**src/rtl/tsp_pkg.sv**
```systemverilog
// ----------------------------------------------------------------------------
// tsp_pkg
// Shared types, codes and note tables of the tone sequence player.
// ----------------------------------------------------------------------------
package tsp_pkg;

    localparam int unsigned PWM_CLOCK_HZ        = 64000;
    localparam int unsigned MAX_SEQUENCE_LENGTH = 16;

    // divider sizing follows the PWM clock
    localparam int unsigned CLK_W = $clog2(PWM_CLOCK_HZ + 1);
    localparam int unsigned CNT_W = $clog2(CLK_W + 1);

    localparam int unsigned NOTE_COUNT = 18;

    // command codes
    localparam logic [2:0] MODE_TICK  = 3'd0;
    localparam logic [2:0] MODE_QROM  = 3'd1;
    localparam logic [2:0] MODE_QTONE = 3'd2;
    localparam logic [2:0] MODE_CONT  = 3'd3;
    localparam logic [2:0] MODE_STOP  = 3'd4;

    localparam logic [2:0] SEQ_CUSTOM = 3'd4;

    typedef enum logic [2:0] {
        PH_IDLE  = 3'b001,
        PH_TONE  = 3'b010,
        PH_PAUSE = 3'b100
    } phase_t;

    typedef struct packed {
        logic [15:0] hz;
        logic [15:0] on_ms;
        logic [15:0] gap_ms;
    } note_t;

    typedef struct packed {
        logic capture;
        logic queue_rom;
        logic queue_custom;
        logic stop;
        logic clear_compare;
        logic set_pause;
        logic step_index;
        logic end_seq;
        logic start_note;
        logic tone_start;
        logic load_result;
    } ctrl_cmd_t;

    typedef struct packed {
        logic [2:0] mode;
        phase_t     phase;
        logic       seq_ready;
        logic       due;
        logic       gap_zero;
        logic       last_note;
        logic       note_hz_zero;
        logic       in_hz_zero;
        logic       div_done;
        logic       out_free;
    } dp_status_t;

    function automatic logic [4:0] rom_start(input logic [1:0] sid);
        logic [4:0] r;
        unique case (sid)
            2'd0:    r = 5'd0;
            2'd1:    r = 5'd10;
            2'd2:    r = 5'd13;
            default: r = 5'd16;
        endcase
        return r;
    endfunction

    function automatic logic [4:0] rom_len(input logic [1:0] sid);
        logic [4:0] r;
        unique case (sid)
            2'd0:    r = 5'd10;
            2'd1:    r = 5'd3;
            2'd2:    r = 5'd3;
            default: r = 5'd1;
        endcase
        return r;
    endfunction

    function automatic note_t rom_note(input logic [4:0] k);
        note_t n;
        unique case (k)
            5'd0:    n = '{16'd392, 16'd150, 16'd50};
            5'd1:    n = '{16'd440, 16'd150, 16'd50};
            5'd2:    n = '{16'd392, 16'd150, 16'd50};
            5'd3:    n = '{16'd330, 16'd150, 16'd100};
            5'd4:    n = '{16'd523, 16'd200, 16'd100};
            5'd5:    n = '{16'd392, 16'd150, 16'd50};
            5'd6:    n = '{16'd440, 16'd150, 16'd50};
            5'd7:    n = '{16'd392, 16'd150, 16'd50};
            5'd8:    n = '{16'd330, 16'd150, 16'd100};
            5'd9:    n = '{16'd523, 16'd200, 16'd200};
            5'd10:   n = '{16'd523, 16'd100, 16'd50};
            5'd11:   n = '{16'd659, 16'd100, 16'd50};
            5'd12:   n = '{16'd784, 16'd150, 16'd0};
            5'd13:   n = '{16'd392, 16'd150, 16'd50};
            5'd14:   n = '{16'd330, 16'd150, 16'd50};
            5'd15:   n = '{16'd262, 16'd200, 16'd0};
            5'd16:   n = '{16'd523, 16'd50, 16'd0};
            default: n = '{16'd0, 16'd0, 16'd0};
        endcase
        return n;
    endfunction

endpackage

```
**src/rtl/tone_sequence_player.sv**
```systemverilog
// ----------------------------------------------------------------------------
// tone_sequence_player
// Buzzer note sequencer driving an 8-bit PWM period and 7-bit compare pair.
// ----------------------------------------------------------------------------
// Each command (tick, queue built-in sequence, queue tone, continuous tone,
// stop) yields exactly one result with the PWM period, compare and busy flag.
// Commands are handled one at a time: a plain tick, queue or stop passes
// through decode straight to the result stage; a continuous tone or a tick
// that starts or moves on to a note also waits on the bit-serial divider
// that computes the period, unless the frequency is zero. The next command
// is taken the cycle after the result is loaded, while that result may
// still wait in the output register; a new result holds the block until
// the previous one has been taken.
module tone_sequence_player
    import tsp_pkg::*;
(
    input  logic        clk,
    input  logic        rst_n,
    input  logic        in_valid,
    output logic        in_ready,
    input  logic [2:0]  mode,
    input  logic [31:0] now_ms,
    input  logic [1:0]  sequence_id,
    input  logic [15:0] frequency,
    input  logic [15:0] tone_ms,
    output logic        out_valid,
    input  logic        out_ready,
    output logic [7:0]  pwm_period,
    output logic [6:0]  pwm_compare,
    output logic        busy_res
);

    ctrl_cmd_t  cmd;
    dp_status_t status;

    tsp_ctrl u_ctrl (
        .clk      (clk),
        .rst_n    (rst_n),
        .in_valid (in_valid),
        .in_ready (in_ready),
        .status   (status),
        .cmd      (cmd)
    );

    tsp_datapath u_dp (
        .clk         (clk),
        .rst_n       (rst_n),
        .cmd         (cmd),
        .status      (status),
        .mode        (mode),
        .now_ms      (now_ms),
        .sequence_id (sequence_id),
        .frequency   (frequency),
        .tone_ms     (tone_ms),
        .out_valid   (out_valid),
        .out_ready   (out_ready),
        .pwm_period  (pwm_period),
        .pwm_compare (pwm_compare),
        .busy_res    (busy_res)
    );

endmodule

```
**src/rtl/tsp_div.sv**
```systemverilog
// ----------------------------------------------------------------------------
// tsp_div
// Restoring divider: PWM clock over a 16-bit frequency, one bit per cycle.
// ----------------------------------------------------------------------------
module tsp_div
    import tsp_pkg::*;
(
    input  logic             clk,
    input  logic             rst_n,
    input  logic             start,
    input  logic [15:0]      divisor,
    output logic             done,
    output logic [CLK_W-1:0] quotient
);

    logic             busy_reg;
    logic             done_reg;
    logic [CNT_W-1:0] cnt_reg;
    logic [15:0]      rem_reg;
    logic [CLK_W-1:0] quo_reg;
    logic [15:0]      dsr_reg;

    logic [16:0] shifted;
    logic [16:0] diff;
    logic        fits;

    assign shifted = {rem_reg, quo_reg[CLK_W-1]};
    assign diff    = shifted - {1'b0, dsr_reg};
    assign fits    = shifted >= {1'b0, dsr_reg};

    always_ff @(posedge clk or negedge rst_n)
    begin
        if (!rst_n)
        begin
            busy_reg <= 1'b0;
            done_reg <= 1'b0;
            cnt_reg  <= '0;
        end
        else
        begin
            done_reg <= 1'b0;
            if (start)
            begin
                busy_reg <= 1'b1;
                cnt_reg  <= CNT_W'(CLK_W);
            end
            else if (busy_reg)
            begin
                cnt_reg <= cnt_reg - CNT_W'(1);
                if (cnt_reg == CNT_W'(1))
                begin
                    busy_reg <= 1'b0;
                    done_reg <= 1'b1;
                end
            end
        end
    end

    always_ff @(posedge clk)
    begin
        if (start)
        begin
            rem_reg <= '0;
            quo_reg <= CLK_W'(PWM_CLOCK_HZ);
            dsr_reg <= divisor;
        end
        else if (busy_reg)
        begin
            rem_reg <= fits ? diff[15:0] : shifted[15:0];
            quo_reg <= {quo_reg[CLK_W-2:0], fits};
        end
    end

    assign done     = done_reg;
    assign quotient = quo_reg;

endmodule

```
**src/rtl/tsp_datapath.sv**
```systemverilog
// ----------------------------------------------------------------------------
// tsp_datapath
// Player state, note lookup, deadline arithmetic, PWM registers, result stage.
// ----------------------------------------------------------------------------
module tsp_datapath
    import tsp_pkg::*;
(
    input  logic        clk,
    input  logic        rst_n,
    input  ctrl_cmd_t   cmd,
    output dp_status_t  status,
    input  logic [2:0]  mode,
    input  logic [31:0] now_ms,
    input  logic [1:0]  sequence_id,
    input  logic [15:0] frequency,
    input  logic [15:0] tone_ms,
    output logic        out_valid,
    input  logic        out_ready,
    output logic [7:0]  pwm_period,
    output logic [6:0]  pwm_compare,
    output logic        busy_res
);

    // captured item
    logic [2:0]  mode_reg;
    logic [31:0] now_reg;
    logic [1:0]  sid_reg;
    logic [15:0] hz_reg;
    logic [15:0] dur_reg;

    // player state
    phase_t      phase_reg;
    logic        seq_active_reg;
    logic [2:0]  active_seq_reg;
    logic [3:0]  active_len_reg;
    logic [3:0]  idx_reg;
    logic [31:0] deadline_reg;
    logic [15:0] cust_hz_reg;
    logic [15:0] cust_dur_reg;
    logic [7:0]  period_reg;
    logic [6:0]  compare_reg;

    // result stage
    logic        out_valid_reg;
    logic [7:0]  out_period_reg;
    logic [6:0]  out_compare_reg;
    logic        out_busy_reg;

    note_t            cur_note;
    logic [3:0]       idx_plus;
    logic [4:0]       qlen;
    logic [15:0]      div_divisor;
    logic             div_start;
    logic             div_done;
    logic [CLK_W-1:0] div_q;
    logic [CLK_W-1:0] q_m1;
    logic [7:0]       new_period;
    logic             busy_now;

    always_comb
    begin
        cur_note = '0;
        if (active_seq_reg == SEQ_CUSTOM)
        begin
            cur_note.hz    = cust_hz_reg;
            cur_note.on_ms = cust_dur_reg;
        end
        else if (!active_seq_reg[2] && ({1'b0, idx_reg} < rom_len(active_seq_reg[1:0])))
        begin
            cur_note = rom_note(rom_start(active_seq_reg[1:0]) + {1'b0, idx_reg});
        end
    end

    assign idx_plus = idx_reg + 4'd1;
    assign qlen     = (rom_len(sid_reg) > 5'(MAX_SEQUENCE_LENGTH)) ?
                      5'(MAX_SEQUENCE_LENGTH) : rom_len(sid_reg);

    assign div_divisor = cmd.tone_start ? hz_reg : cur_note.hz;
    assign div_start   = (cmd.start_note && (cur_note.hz != 16'd0)) ||
                         (cmd.tone_start && (hz_reg != 16'd0));

    tsp_div u_div (
        .clk      (clk),
        .rst_n    (rst_n),
        .start    (div_start),
        .divisor  (div_divisor),
        .done     (div_done),
        .quotient (div_q)
    );

    // period = clock/f - 1, a zero quotient wraps to the top, clamped to 1..255
    assign q_m1 = div_q - CLK_W'(1);
    always_comb
    begin
        if (div_q == '0)
            new_period = 8'd255;
        else if (q_m1 > CLK_W'(255))
            new_period = 8'd255;
        else if (q_m1 == '0)
            new_period = 8'd1;
        else
            new_period = q_m1[7:0];
    end

    assign busy_now = (phase_reg != PH_IDLE) || (seq_active_reg && (active_len_reg != 4'd0));

    always_ff @(posedge clk)
    begin
        if (cmd.capture)
        begin
            mode_reg <= mode;
            now_reg  <= now_ms;
            sid_reg  <= sequence_id;
            hz_reg   <= frequency;
            dur_reg  <= tone_ms;
        end
    end

    always_ff @(posedge clk or negedge rst_n)
    begin
        if (!rst_n)
        begin
            phase_reg      <= PH_IDLE;
            seq_active_reg <= 1'b0;
            active_seq_reg <= 3'd0;
            active_len_reg <= 4'd0;
            idx_reg        <= 4'd0;
            deadline_reg   <= 32'd0;
            cust_hz_reg    <= 16'd0;
            cust_dur_reg   <= 16'd0;
            period_reg     <= 8'd255;
            compare_reg    <= 7'd0;
        end
        else
        begin
            if (cmd.queue_rom)
            begin
                active_seq_reg <= {1'b0, sid_reg};
                active_len_reg <= qlen[3:0];
                seq_active_reg <= 1'b1;
                idx_reg        <= 4'd0;
                phase_reg      <= PH_IDLE;
            end
            if (cmd.queue_custom)
            begin
                cust_hz_reg    <= hz_reg;
                cust_dur_reg   <= dur_reg;
                active_seq_reg <= SEQ_CUSTOM;
                active_len_reg <= 4'd1;
                seq_active_reg <= 1'b1;
                idx_reg        <= 4'd0;
                phase_reg      <= PH_IDLE;
            end
            if (cmd.stop)
            begin
                phase_reg      <= PH_IDLE;
                seq_active_reg <= 1'b0;
                active_len_reg <= 4'd0;
            end
            if (cmd.set_pause)
            begin
                deadline_reg <= now_reg + {16'd0, cur_note.gap_ms};
                phase_reg    <= PH_PAUSE;
            end
            if (cmd.step_index)
                idx_reg <= idx_plus;
            if (cmd.end_seq)
            begin
                phase_reg      <= PH_IDLE;
                seq_active_reg <= 1'b0;
            end
            if (cmd.start_note)
            begin
                deadline_reg <= now_reg + {16'd0, cur_note.on_ms};
                phase_reg    <= PH_TONE;
            end

            priority if (div_done)
            begin
                period_reg  <= new_period;
                compare_reg <= new_period[7:1];
            end
            else if (cmd.clear_compare ||
                     (cmd.start_note && (cur_note.hz == 16'd0)) ||
                     (cmd.tone_start && (hz_reg == 16'd0)))
            begin
                compare_reg <= 7'd0;
            end
        end
    end

    always_ff @(posedge clk or negedge rst_n)
    begin
        if (!rst_n)
            out_valid_reg <= 1'b0;
        else if (cmd.load_result)
            out_valid_reg <= 1'b1;
        else if (out_ready)
            out_valid_reg <= 1'b0;
    end

    always_ff @(posedge clk)
    begin
        if (cmd.load_result)
        begin
            out_period_reg  <= period_reg;
            out_compare_reg <= compare_reg;
            out_busy_reg    <= busy_now;
        end
    end

    assign status.mode         = mode_reg;
    assign status.phase        = phase_reg;
    assign status.seq_ready    = seq_active_reg && (active_len_reg != 4'd0);
    assign status.due          = now_reg >= deadline_reg;
    assign status.gap_zero     = cur_note.gap_ms == 16'd0;
    assign status.last_note    = idx_plus >= active_len_reg;
    assign status.note_hz_zero = cur_note.hz == 16'd0;
    assign status.in_hz_zero   = hz_reg == 16'd0;
    assign status.div_done     = div_done;
    assign status.out_free     = !out_valid_reg || out_ready;

    assign out_valid   = out_valid_reg;
    assign pwm_period  = out_period_reg;
    assign pwm_compare = out_compare_reg;
    assign busy_res    = out_busy_reg;

endmodule

```
**src/rtl/tsp_ctrl.sv**
```systemverilog
// ----------------------------------------------------------------------------
// tsp_ctrl
// Command sequencer: decodes one item, steps the player, waits on the divider.
// ----------------------------------------------------------------------------
module tsp_ctrl
    import tsp_pkg::*;
(
    input  logic       clk,
    input  logic       rst_n,
    input  logic       in_valid,
    output logic       in_ready,
    input  dp_status_t status,
    output ctrl_cmd_t  cmd
);

    typedef enum logic [5:0] {
        ST_IDLE    = 6'b000001,
        ST_DECODE  = 6'b000010,
        ST_ADVANCE = 6'b000100,
        ST_START   = 6'b001000,
        ST_DIV     = 6'b010000,
        ST_RESP    = 6'b100000
    } ctrl_state_t;

    ctrl_state_t state_reg;
    ctrl_state_t state_next;

    always_comb
    begin
        cmd        = '0;
        state_next = state_reg;
        unique case (state_reg)
            ST_IDLE:
            begin
                if (in_valid)
                begin
                    cmd.capture = 1'b1;
                    state_next  = ST_DECODE;
                end
            end
            ST_DECODE:
            begin
                state_next = ST_RESP;
                unique case (status.mode)
                    MODE_TICK:
                    begin
                        unique case (status.phase)
                            PH_IDLE:
                            begin
                                if (status.seq_ready)
                                    state_next = ST_START;
                            end
                            PH_TONE:
                            begin
                                if (status.due)
                                begin
                                    cmd.clear_compare = 1'b1;
                                    if (status.gap_zero)
                                        state_next = ST_ADVANCE;
                                    else
                                        cmd.set_pause = 1'b1;
                                end
                            end
                            PH_PAUSE:
                            begin
                                if (status.due)
                                    state_next = ST_ADVANCE;
                            end
                            default:
                            begin
                                cmd.end_seq = 1'b0;
                            end
                        endcase
                    end
                    MODE_QROM:
                        cmd.queue_rom = 1'b1;
                    MODE_QTONE:
                        cmd.queue_custom = 1'b1;
                    MODE_CONT:
                    begin
                        cmd.stop       = 1'b1;
                        cmd.tone_start = 1'b1;
                        if (!status.in_hz_zero)
                            state_next = ST_DIV;
                    end
                    MODE_STOP:
                    begin
                        cmd.stop          = 1'b1;
                        cmd.clear_compare = 1'b1;
                    end
                    default:
                    begin
                        // unused codes leave the player state alone and only return a result
                        state_next = ST_RESP;
                    end
                endcase
            end
            ST_ADVANCE:
            begin
                cmd.step_index = 1'b1;
                if (status.last_note)
                begin
                    cmd.end_seq = 1'b1;
                    state_next  = ST_RESP;
                end
                else
                begin
                    state_next = ST_START;
                end
            end
            ST_START:
            begin
                cmd.start_note = 1'b1;
                state_next     = status.note_hz_zero ? ST_RESP : ST_DIV;
            end
            ST_DIV:
            begin
                if (status.div_done)
                    state_next = ST_RESP;
            end
            ST_RESP:
            begin
                if (status.out_free)
                begin
                    cmd.load_result = 1'b1;
                    state_next      = ST_IDLE;
                end
            end
            default:
            begin
                state_next = ST_IDLE;
            end
        endcase
    end

    always_ff @(posedge clk or negedge rst_n)
    begin
        if (!rst_n)
            state_reg <= ST_IDLE;
        else
            state_reg <= state_next;
    end

    assign in_ready = state_reg == ST_IDLE;

endmodule

```
**config.mk**
```make
export PLATFORM = sky130hd
export DESIGN_NAME = tone_sequence_player
export DESIGN_NICKNAME = d
export VERILOG_FILES = /design/src/rtl/tsp_pkg.sv /design/src/rtl/tone_sequence_player.sv /design/src/rtl/tsp_div.sv /design/src/rtl/tsp_datapath.sv /design/src/rtl/tsp_ctrl.sv
export SDC_FILE = /design/constraint.sdc
export NUM_CORES = 1
export LEC_CHECK = 0
export BUFFER_PORTS_ARGS = -buffer_cell sky130_fd_sc_hd__buf_4
export CAP_MARGIN = 20
export CORE_MARGIN = 3
export CORE_UTILIZATION = 55
export CTS_CLUSTER_SIZE = 24
export DETAILED_ROUTE_END_ITERATION = 10
export PLACE_DENSITY_LB_ADDON = 0.25
export SLEW_MARGIN = 5
export SYNTH_ARGS = -nofsm -noshare
export SYNTH_HDL_FRONTEND = slang
export SYNTH_SLANG_ARGS = --single-unit
```
**constraint.sdc**
```tcl
create_clock -name clk -period 9.9 [get_ports clk]
set_clock_uncertainty 0.15 [all_clocks]
set_input_delay 1.485 -clock clk [delete_from_list [all_inputs] [get_ports clk]]
set_output_delay 1.485 -clock clk [all_outputs]
set_load 0.01 [all_outputs]
```
### Word level (Yosys, flattened, before mapping)

Memory sizes are Yosys's and may differ from the RTL's.
Cells that the tools add are included.

* add/subtract/negate cells: 7
* $lt $le $gt $ge: 6
* equal/unequal tests: 23
* multiplexer cells: 79
* reduce and logical (&&, ||, !) cells: 37

Operators with widths (number)
* two-way mux 32 bit: 3
* zero test 16 bit: 5
* adder 32 x 16 -> 32 bit: 2
* two-way mux 6 bit: 10
* two-way mux 16 bit: 3
* two-way mux 48 bit: 1
* case mux 6 bit (6 select lines): 1
* >= comparator 32 bit: 1
* nonzero test 16 bit: 2
* two-way mux 5 bit: 6
* two-way mux 4 bit: 7
* two-way mux 1 bit: 27
* two-way mux 3 bit: 8
* two-way mux 8 bit: 3
* case mux 6 bit (3 select lines): 1
* >= comparator 17 x 16 -> 1 bit: 1
* > comparator 16 x 8 -> 1 bit (second input constant): 1
* case mux 4 bit (2 select lines): 2
* subtractor 16 x 1 -> 16 bit (second input constant): 1
* subtractor 16 bit: 1
* case mux 5 bit (3 select lines): 1
* two-way mux 7 bit: 2
* case mux 6 bit (2 select lines): 1
* nonzero test 2 bit: 5
* other kinds (33): 57

* register bits: 241
* ROM bits: 768
* input bits: 73
* output and inout bits: 18
* logic and storage cells: 179
* memories kept: 1

Memory list
* (name not given): words 32, width 24, read ports 1, clocked after memory_dff 0, wr ports 0, line tsp_pkg.sv:88 `unique case (k)`

### Longest topological paths before layout

Gate-level depths: netlist (run 1).
An unclocked memory read counts as a cell.

* depth in word-level cells: 24
* mapped depth: 21
* mapped depth without buffers: 19

### Hierarchy

From an unflattened synthesis (run 1), not the netlist that was laid out.

* cells, all modules: 1273
* area total of the unflattened synthesis: 13339.0 um2

Modules (own cells, without submodules)
* tsp_datapath: instances 1, cells an instance 898, area each 9823.2 um2, sequential area each 4916.0 um2
* tsp_div: instances 1, cells an instance 302, area each 2924.1 um2, sequential area each 1296.2 um2
* tsp_ctrl: instances 1, cells an instance 73, area each 591.8 um2, sequential area each 151.4 um2

### Worst setup path after synthesis (run 1)

No wires, ideal clock.

* path kind: flip-flop to flip-flop
* start point: reg u_dp.active_seq_reg[0]
* end point: reg u_dp.deadline_reg[18]
* library setup time: 0.082 ns
* arrival time: 4.956 ns
* required time: 9.668 ns
* slack: 4.712 ns
* stages on the path, launching flop included: 22
* buffers on the path: 2
* period minus slack after synthesis: 5.188 ns
* cell sequence: dfrtp_1 > inv_1 > ha_1 > and2_1 > fa_1 > inv_1 > ha_1 > nand2_1 > nor4_1 > or2_2 > clkbuf_1 > o211ai_1 > a21oi_1 > fa_1 > a211oi_1 > o21bai_1 > o41ai_1 > a211oi_1 > nor4_1 > buf_2 > o21ai_0 > a31oi_1

* word-level cells in the longest chain between the ends: 15
* elaborated cells between the ends (all ways): 28
* those cells by class: add/sub (3); order compare (1); eq/ne (3); mux (15); reduce/logical (5); memory (1)

Ends and longest elaborated chain
* start: declaration: line tsp_datapath.sv:34 `logic [2:0] active_seq_reg;`
* start signal: assignment: line tsp_datapath.sv:138 `active_seq_reg <= {1'b0, sid_reg};`
* branches (longest 15 deep; another with adder 32 x 16 -> 32 bit)
* end signal: assignment: line tsp_datapath.sv:162 `deadline_reg <= now_reg + {16'd0, cur_note.gap_ms};`
* end signal: assignment: line tsp_datapath.sv:174 `deadline_reg <= now_reg + {16'd0, cur_note.on_ms};`
* end: declaration: line tsp_datapath.sv:37 `logic [31:0] deadline_reg;`

Parallel ways; which one is timed is not known. The select of a mux whose other input is x is not followed.
A chain may end at the register's enable or synchronous reset.

### Worst setup path after layout (run 1)

Same ends and word-level chain as after synthesis.

==> impl_results.md, run 1 <==
- Outcome: finished, final reports clean
- # hold bufs at CTS: 0
- Maxcap violations: 0
- Mean Syn Cell Area: 10.2 sq um
- Largest net degree at the start of global routing: 70
- Post-synth top area share: 22.6%
- Critical R2R Launch: u_dp.active_seq_reg[0]
- First-pass GRT wire length: 49700 um
- WP data arrival: 6.44 ns
- Yosys reg bits: 240
- Die H: 162 um
- Total grt overflow: 0
- Clock share of power: 24.0%
- Kind of critical path: reg2reg
- Fmax: 163 MHz
- Core ar.: 23800 sq um
- Most common cell in the synthesized netlist: nand2_1
- Commonest cells post-synth: 140 x nand2_1, 101 x edfxtp_1, 97 x dfrtp_1, 93 x nor2_1
- Worst Tran Pin Value: 1.01 ns
- CTS buffer count: 26
- Via/cell ratio: 5.92
- Power Total: 4.13 mW
- # clock sinks: 240
- Crit end category: flop
- Residual DRC: 0
- Clock period minus worst slack: 6.15 ns
- Reg2reg path depth: 18
- Yosys cell types: 80
- Initial antenna violation count: 0
- Register-to-register setup slack: 3.75 ns
- Worst min path class: reg2reg
- Syn Inst Count: 1316
- Routed WL per cell: 17.2 um
- WL final: 29800 um
- Num rows: 56
- EDFF count, synth: 101
- Setup crit start: u_dp.active_seq_reg[0]
- Clock tree buffer depth: 3
- HPWL after detailed placement: 21200 um
- CTS Root Cell: clkbuf_16
- Initial DRC Count: 680
- Worst slew margin: 32.2%
- Net Sw Frac: 37.1%
- Synth warn: 0
- Ys flop type: edfxtp_1
- Initial Util: 56.5%
- Worst-skew pair later-pin latency: 0.53 ns
- Placed cell area: 14300 sq um
- Worst Path Required: 10.20 ns
- Number of global-route vias before repair: 10100
- Final Setup Violations: 0
- Hold Slack: 0.295 ns
- Drt first pass iters: 5
- Max Slew Vio Count: 0
- Syn_nets: 1482
- Diodes inserted: 0
- Combinational power share: 37.8%
- Ys async rst share: 44.6%
- Crit share post-route: 62.1%
- Part of the power in registers: 38.3%
- Post-synthesis cell area: 13400 sq um
- Post-synthesis sequential area ratio: 47.4%
- Peak VDD IR: 0.163 mV
- Via count: 10200
- Static leakage: 6.40 nW
- Synth area leaders: edfxtp_1 23%, dfrtp_1 18%, ha_1 8.4%
- Die width: 162 um
- Antenna Violating Nets Remaining: 0
- Nets: 1557
- CTS tree: yes
- Startpoint types: flop
- I/O Buffers: 90
- Finished Cell Area: 15200 sq um
- H-Tree Level Count: 1
- Setup TNS: 0 ns
- Layout fillers: 1926
- All-Layer GR Usage: 22.8%
- RSZ-0062 raised after global routing: no
- Internal power: 2.60 mW
- Die area: 26300 sq um
- Synth-to-layout area growth: 13.4%
- Critical-path maximum fanout: 14
- Sw Pwr: 1.53 mW
- Hold_sp: u_dp.compare_reg[0]
- Synth area leader: edfxtp_1
- Post-CTS Resized: 0
- Num ports: 91
- # Post-CTS Setup Buffers: 0
- Power Dens Cells: 272 nW/um^2
- CP Capture Point: u_dp.deadline_reg[18]
- Crit Reg-Reg Endpoint: u_dp.deadline_reg[18]
- Final hold violation count: 0
- Fraction of layout cells with a size suffix above 1: 15.2%
- Clock transition at the registers of the reported paths: 0.06 ns
- Placer Congestion: 0.890
worst min path at each step:
stage                                to  depth (start not counted)
detailed placement  u_dp.pwm_compare[0]                          0
global route        u_dp.pwm_compare[0]                          0
floorplan           u_dp.pwm_compare[5]                          0
finish              u_dp.pwm_compare[0]                          0
CTS                 u_dp.pwm_compare[0]                          0
global placement    u_dp.pwm_compare[2]                          0
routing by layer:
metal / vias to the layer above / track usage [%] / wire length, um
met5: - / 0 / 0
met4: 0 / 7.44 / 928
met3: 56 / 3.19 / 1320
met2: 269 / 39.2 / 14400
met1: 4912 / 29.9 / 13100
li1: 5011 / - / -
cell type report:
cell class	count	area (sq um)	area share [%]
inverters	92	345	2.27
well taps	319	399	2.62
flip-flops and latches	240	6360	41.8
multi-input cells	930	6470	42.5
clock buffers	32	704	4.63
clock inverters	16	181	1.19
repair buffers	101	756	4.97
placed cells by master, fill, tap and decap left out, types with 7 or more instances in the layout:
cell type / n
nor2_1: 93
or4_1: 9
nand4_1: 11
nor4_1: 17
dfstp_2: 10
mux2i_1: 28
o31ai_1: 14
or2_2: 7
buf_4: 100
o2111ai_1: 8
nand3_1: 30
a311oi_1: 11
inv_1: 90
o21ai_0: 64
nand2b_1: 15
mux2_2: 35
nor2b_1: 10
a31oi_1: 28
a21o_1: 14
o211ai_1: 10
o21a_1: 7
ha_1: 90
dfrtp_1: 97
edfxtp_1: 101
nor3_1: 18
xnor2_1: 26
and2_1: 12
a21oi_1: 54
o41ai_1: 9
a211oi_1: 31
xor2_1: 13
and3_1: 15
dfxtp_1: 32
clkbuf_16: 27
nand2_1: 140
worst max-delay path, cell delays in order (launching register included):
cell,delay [ns]
dfrtp_1,0.40
inv_1,0.13
ha_1,0.26
and2_1,0.16
fa_1,0.42
xor2_1,0.74
o21ai_0,0.50
or3_1,0.47
o211ai_1,0.13
a21oi_1,0.15
fa_1,0.46
a211oi_1,0.29
o21bai_1,0.17
o41ai_1,0.50
a211oi_1,0.23
nor4_1,0.36
buf_4,0.25
o21ai_0,0.11
a31oi_1,0.20
per-stage QoR:
stage          utilization [%]  instances  setup WS (ns)
2_1_floorplan                -       1316           4.71
3_3_place_gp              60.3       1681           4.09
3_5_place_dp              60.3       1682           3.96
4_1_cts                   64.1       1730           3.94
5_1_grt                   64.1       1730           3.51
6_report                  64.1       1730           3.75
power groups by stage:
| stage | registers, mW | logic (mW) | clock network (mW) |
|---|---|---|---|
| after floorplan | 1.51 | 1.21 | 0 |
| after global placement | 1.59 | 1.52 | 0 |
| after detailed placement | 1.59 | 1.55 | 0 |
| after CTS | 1.58 | 1.55 | 1.02 |
| after global routing | 1.62 | 1.76 | 1.06 |
| final | 1.58 | 1.56 | 0.991 |
logic make-up after synthesis:
kind of cell / after synthesis / synth area share [%]
AO/OA/AOI/OAI: 320 / 16.3
XOR/XNOR: 40 / 2.67
adder cells (fa/ha/maj): 93 / 8.84
buffers and inverters: 146 / 4.42
flip-flops: 240 / 47.4
multiplexers: 64 / 5.14
AND/OR/NAND/NOR: 413 / 15.1
Power figures use the tool's default switching activity.
==> run 2, diff against run 1 <==
- clock period: 9.9 -> 5.4 ns (I/O delays scaled with it)
==> run 2 against run 1 <==
Sequential power grew 85%. Core utilization grew 0.87 points. Power grew 86%. Register-to-register slack lost 3.4 ns. Clock-buffer cell count is the same. Sequential cell count is the same. Worst setup slack lost 3.4 ns. Final area grew 1.4%. Sequential share of layout area shrank 0.56 points. Combinational power grew 90%. Global-route usage grew 0.30 points. Critical path type unchanged. Critical endpoint unchanged.
==> impl_results.md, run 2 (same netlist as run 1, synthesis figures left out) <==
- Met3 GRT Util: 2.63%
- Final hold violation count: 0
- Die area: 26300 sq um
- Maxcap violations: 0
- Num ports: 91
- Finished Cell Area: 15400 sq um
- Worst Tran Pin Value: 0.930 ns
- Fmax: 197 MHz
- Residual DRC: 0
- Layout fillers: 1906
- Clock tree buffer depth: 3
- Crit end category: flop
- Core ar.: 23800 sq um
- Placer Congestion: 0.894
- Clock period minus worst slack: 5.08 ns
- Fraction of layout cells with a size suffix above 1: 17.2%
- Static leakage: 6.50 nW
- Worst slew margin: 38.0%
- Max Slew Vio Count: 0
- Critical-path maximum fanout: 7
- Global Route met1 Usage: 31.1%
- Outcome: finished, final reports clean
- Crit share post-route: 94.0%
- # clock sinks: 240
- Number of global-route vias before repair: 10100
- Worst-skew pair later-pin latency: 0.52 ns
- Power Dens Cells: 498 nW/um^2
- Final Setup Violations: 0
- Commonest non-fill, non-tap cell in the layout: nand2_1
- Clock transition at the registers of the reported paths: 0.06 ns
- Nets: 1570
- Worst min path class: in2async
- CTS Root Cell: clkbuf_16
- GR peak layer: met2
- All-Layer GR Usage: 23.1%
- Met2 usage: 39.1%
- Antenna Violating Nets Remaining: 0
- Most frequent cells in the layout: 139 x nand2_1, 113 x buf_4, 101 x edfxtp_1
- Drt first pass iters: 6
- Die H: 162 um
- Hold Slack: 0.214 ns
- Kind of critical path: reg2reg
- Num rows: 56
- Total grt overflow: 0
- Synth-to-layout area growth: 15.0%
- H-Tree Level Count: 1
- HPWL after detailed placement: 21700 um
- # hold bufs at CTS: 0
- First-pass GRT wire length: 50100 um
- Routed WL per cell: 17.5 um
- Placed cell area: 14400 sq um
- Startpoint types: flop
- CTS tree: yes
- Via count: 10300
- Initial Util: 56.5%
- Largest net degree at the start of global routing: 70
- Post-layout util: 64.9%
- I/O Buffers: 90
- Die width: 162 um
- Diodes inserted: 0
- Initial DRC Count: 733
- Worst Path Required: 5.60 ns
- WP data arrival: 5.28 ns
- Initial antenna violation count: 0
- Reg2reg path depth: 19
- CTS buffer count: 25
- Peak VDD IR: 0.325 mV
- WL final: 30400 um
- Via/cell ratio: 5.94
[run 2: changes by cell type in the layout (fill, tap and decap cells not counted), moves of 3 or more]
| cell | before | now |
|---|---|---|
| a21oi_1 | 54 | 51 |
| buf_4 | 100 | 113 |
| clkbuf_8 | 1 | 5 |
| a21oi_2 | 1 | 4 |
[run 2: layout make-up]
class	count	area, sq um	area share (%)
inverters	92	345	2.24
multi-input cells	930	6570	42.6
repair buffers	115	873	5.66
well taps	319	399	2.59
clock inverters	13	168	1.09
clock buffers	32	702	4.55
flip-flops and latches	240	6360	41.3
[run 2: through the flow]
stage / total power [mW] / TNS (ns) / setup WS [ns] / cells
floorplan: 4.98 / 0 / 0.212 / 1316
global placement: 5.76 / 0 / 0.160 / 1692
detailed placement: 5.82 / 0 / 0.0750 / 1693
CTS: 7.64 / 0 / 0.0410 / 1738
global route: 8.24 / -0.00121 / -0.00121 / 1741
finish: 7.68 / 0 / 0.323 / 1741
[run 2: power breakdown]
group / internal, mW / switching, mW
sequential: 2.49 / 0.437
clock: 1.11 / 0.696
combinational: 1.24 / 1.71
[run 2: critical path: stages, from the launching register on]
cell and delay, ns:
dfrtp_1 0.40, inv_1 0.12, ha_1 0.32, ha_1 0.44, nand2_1 0.08, o21ai_1 0.22
xor2_1 0.26, nor2_1 0.10, or2_2 0.37, o211ai_1 0.31, a21oi_2 0.12, fa_1 0.48
a211oi_2 0.28, o21bai_2 0.11, o41ai_4 0.39, a211oi_4 0.14, nor4_4 0.22, buf_4 0.22
or3_1 0.11, a31oi_1 0.07
[run 2: worst paths after layout]
path	from	endpoint	slack, ns
max	u_dp.active_seq_reg[0]	u_dp.deadline_reg[18]	0.32
min	rst_n	u_dp.compare_reg[4]	0.21
max reg2reg	u_dp.active_seq_reg[0]	u_dp.deadline_reg[18]	0.32
min reg2reg	u_dp.compare_reg[2]	u_dp.pwm_compare[2]	0.29
max in group asynchronous	rst_n	u_dp.cust_hz_reg[4]	3.67
min in group clk	u_dp.compare_reg[2]	u_dp.pwm_compare[2]	0.29
[run 2: repair_timing]
item / in CTS / in global routing
resized for setup: 0 / 25
setup buffers: 0 / 2
setup endpoints to repair: 0 / 17
[run 2: layer usage]
metal  vias to the layer above  share of wire (%)
met2                       302                 49
met5                         -                  0
met1                      4931                 43
met3                        71                4.2
li1                       5036                  -
met4                         0                3.7
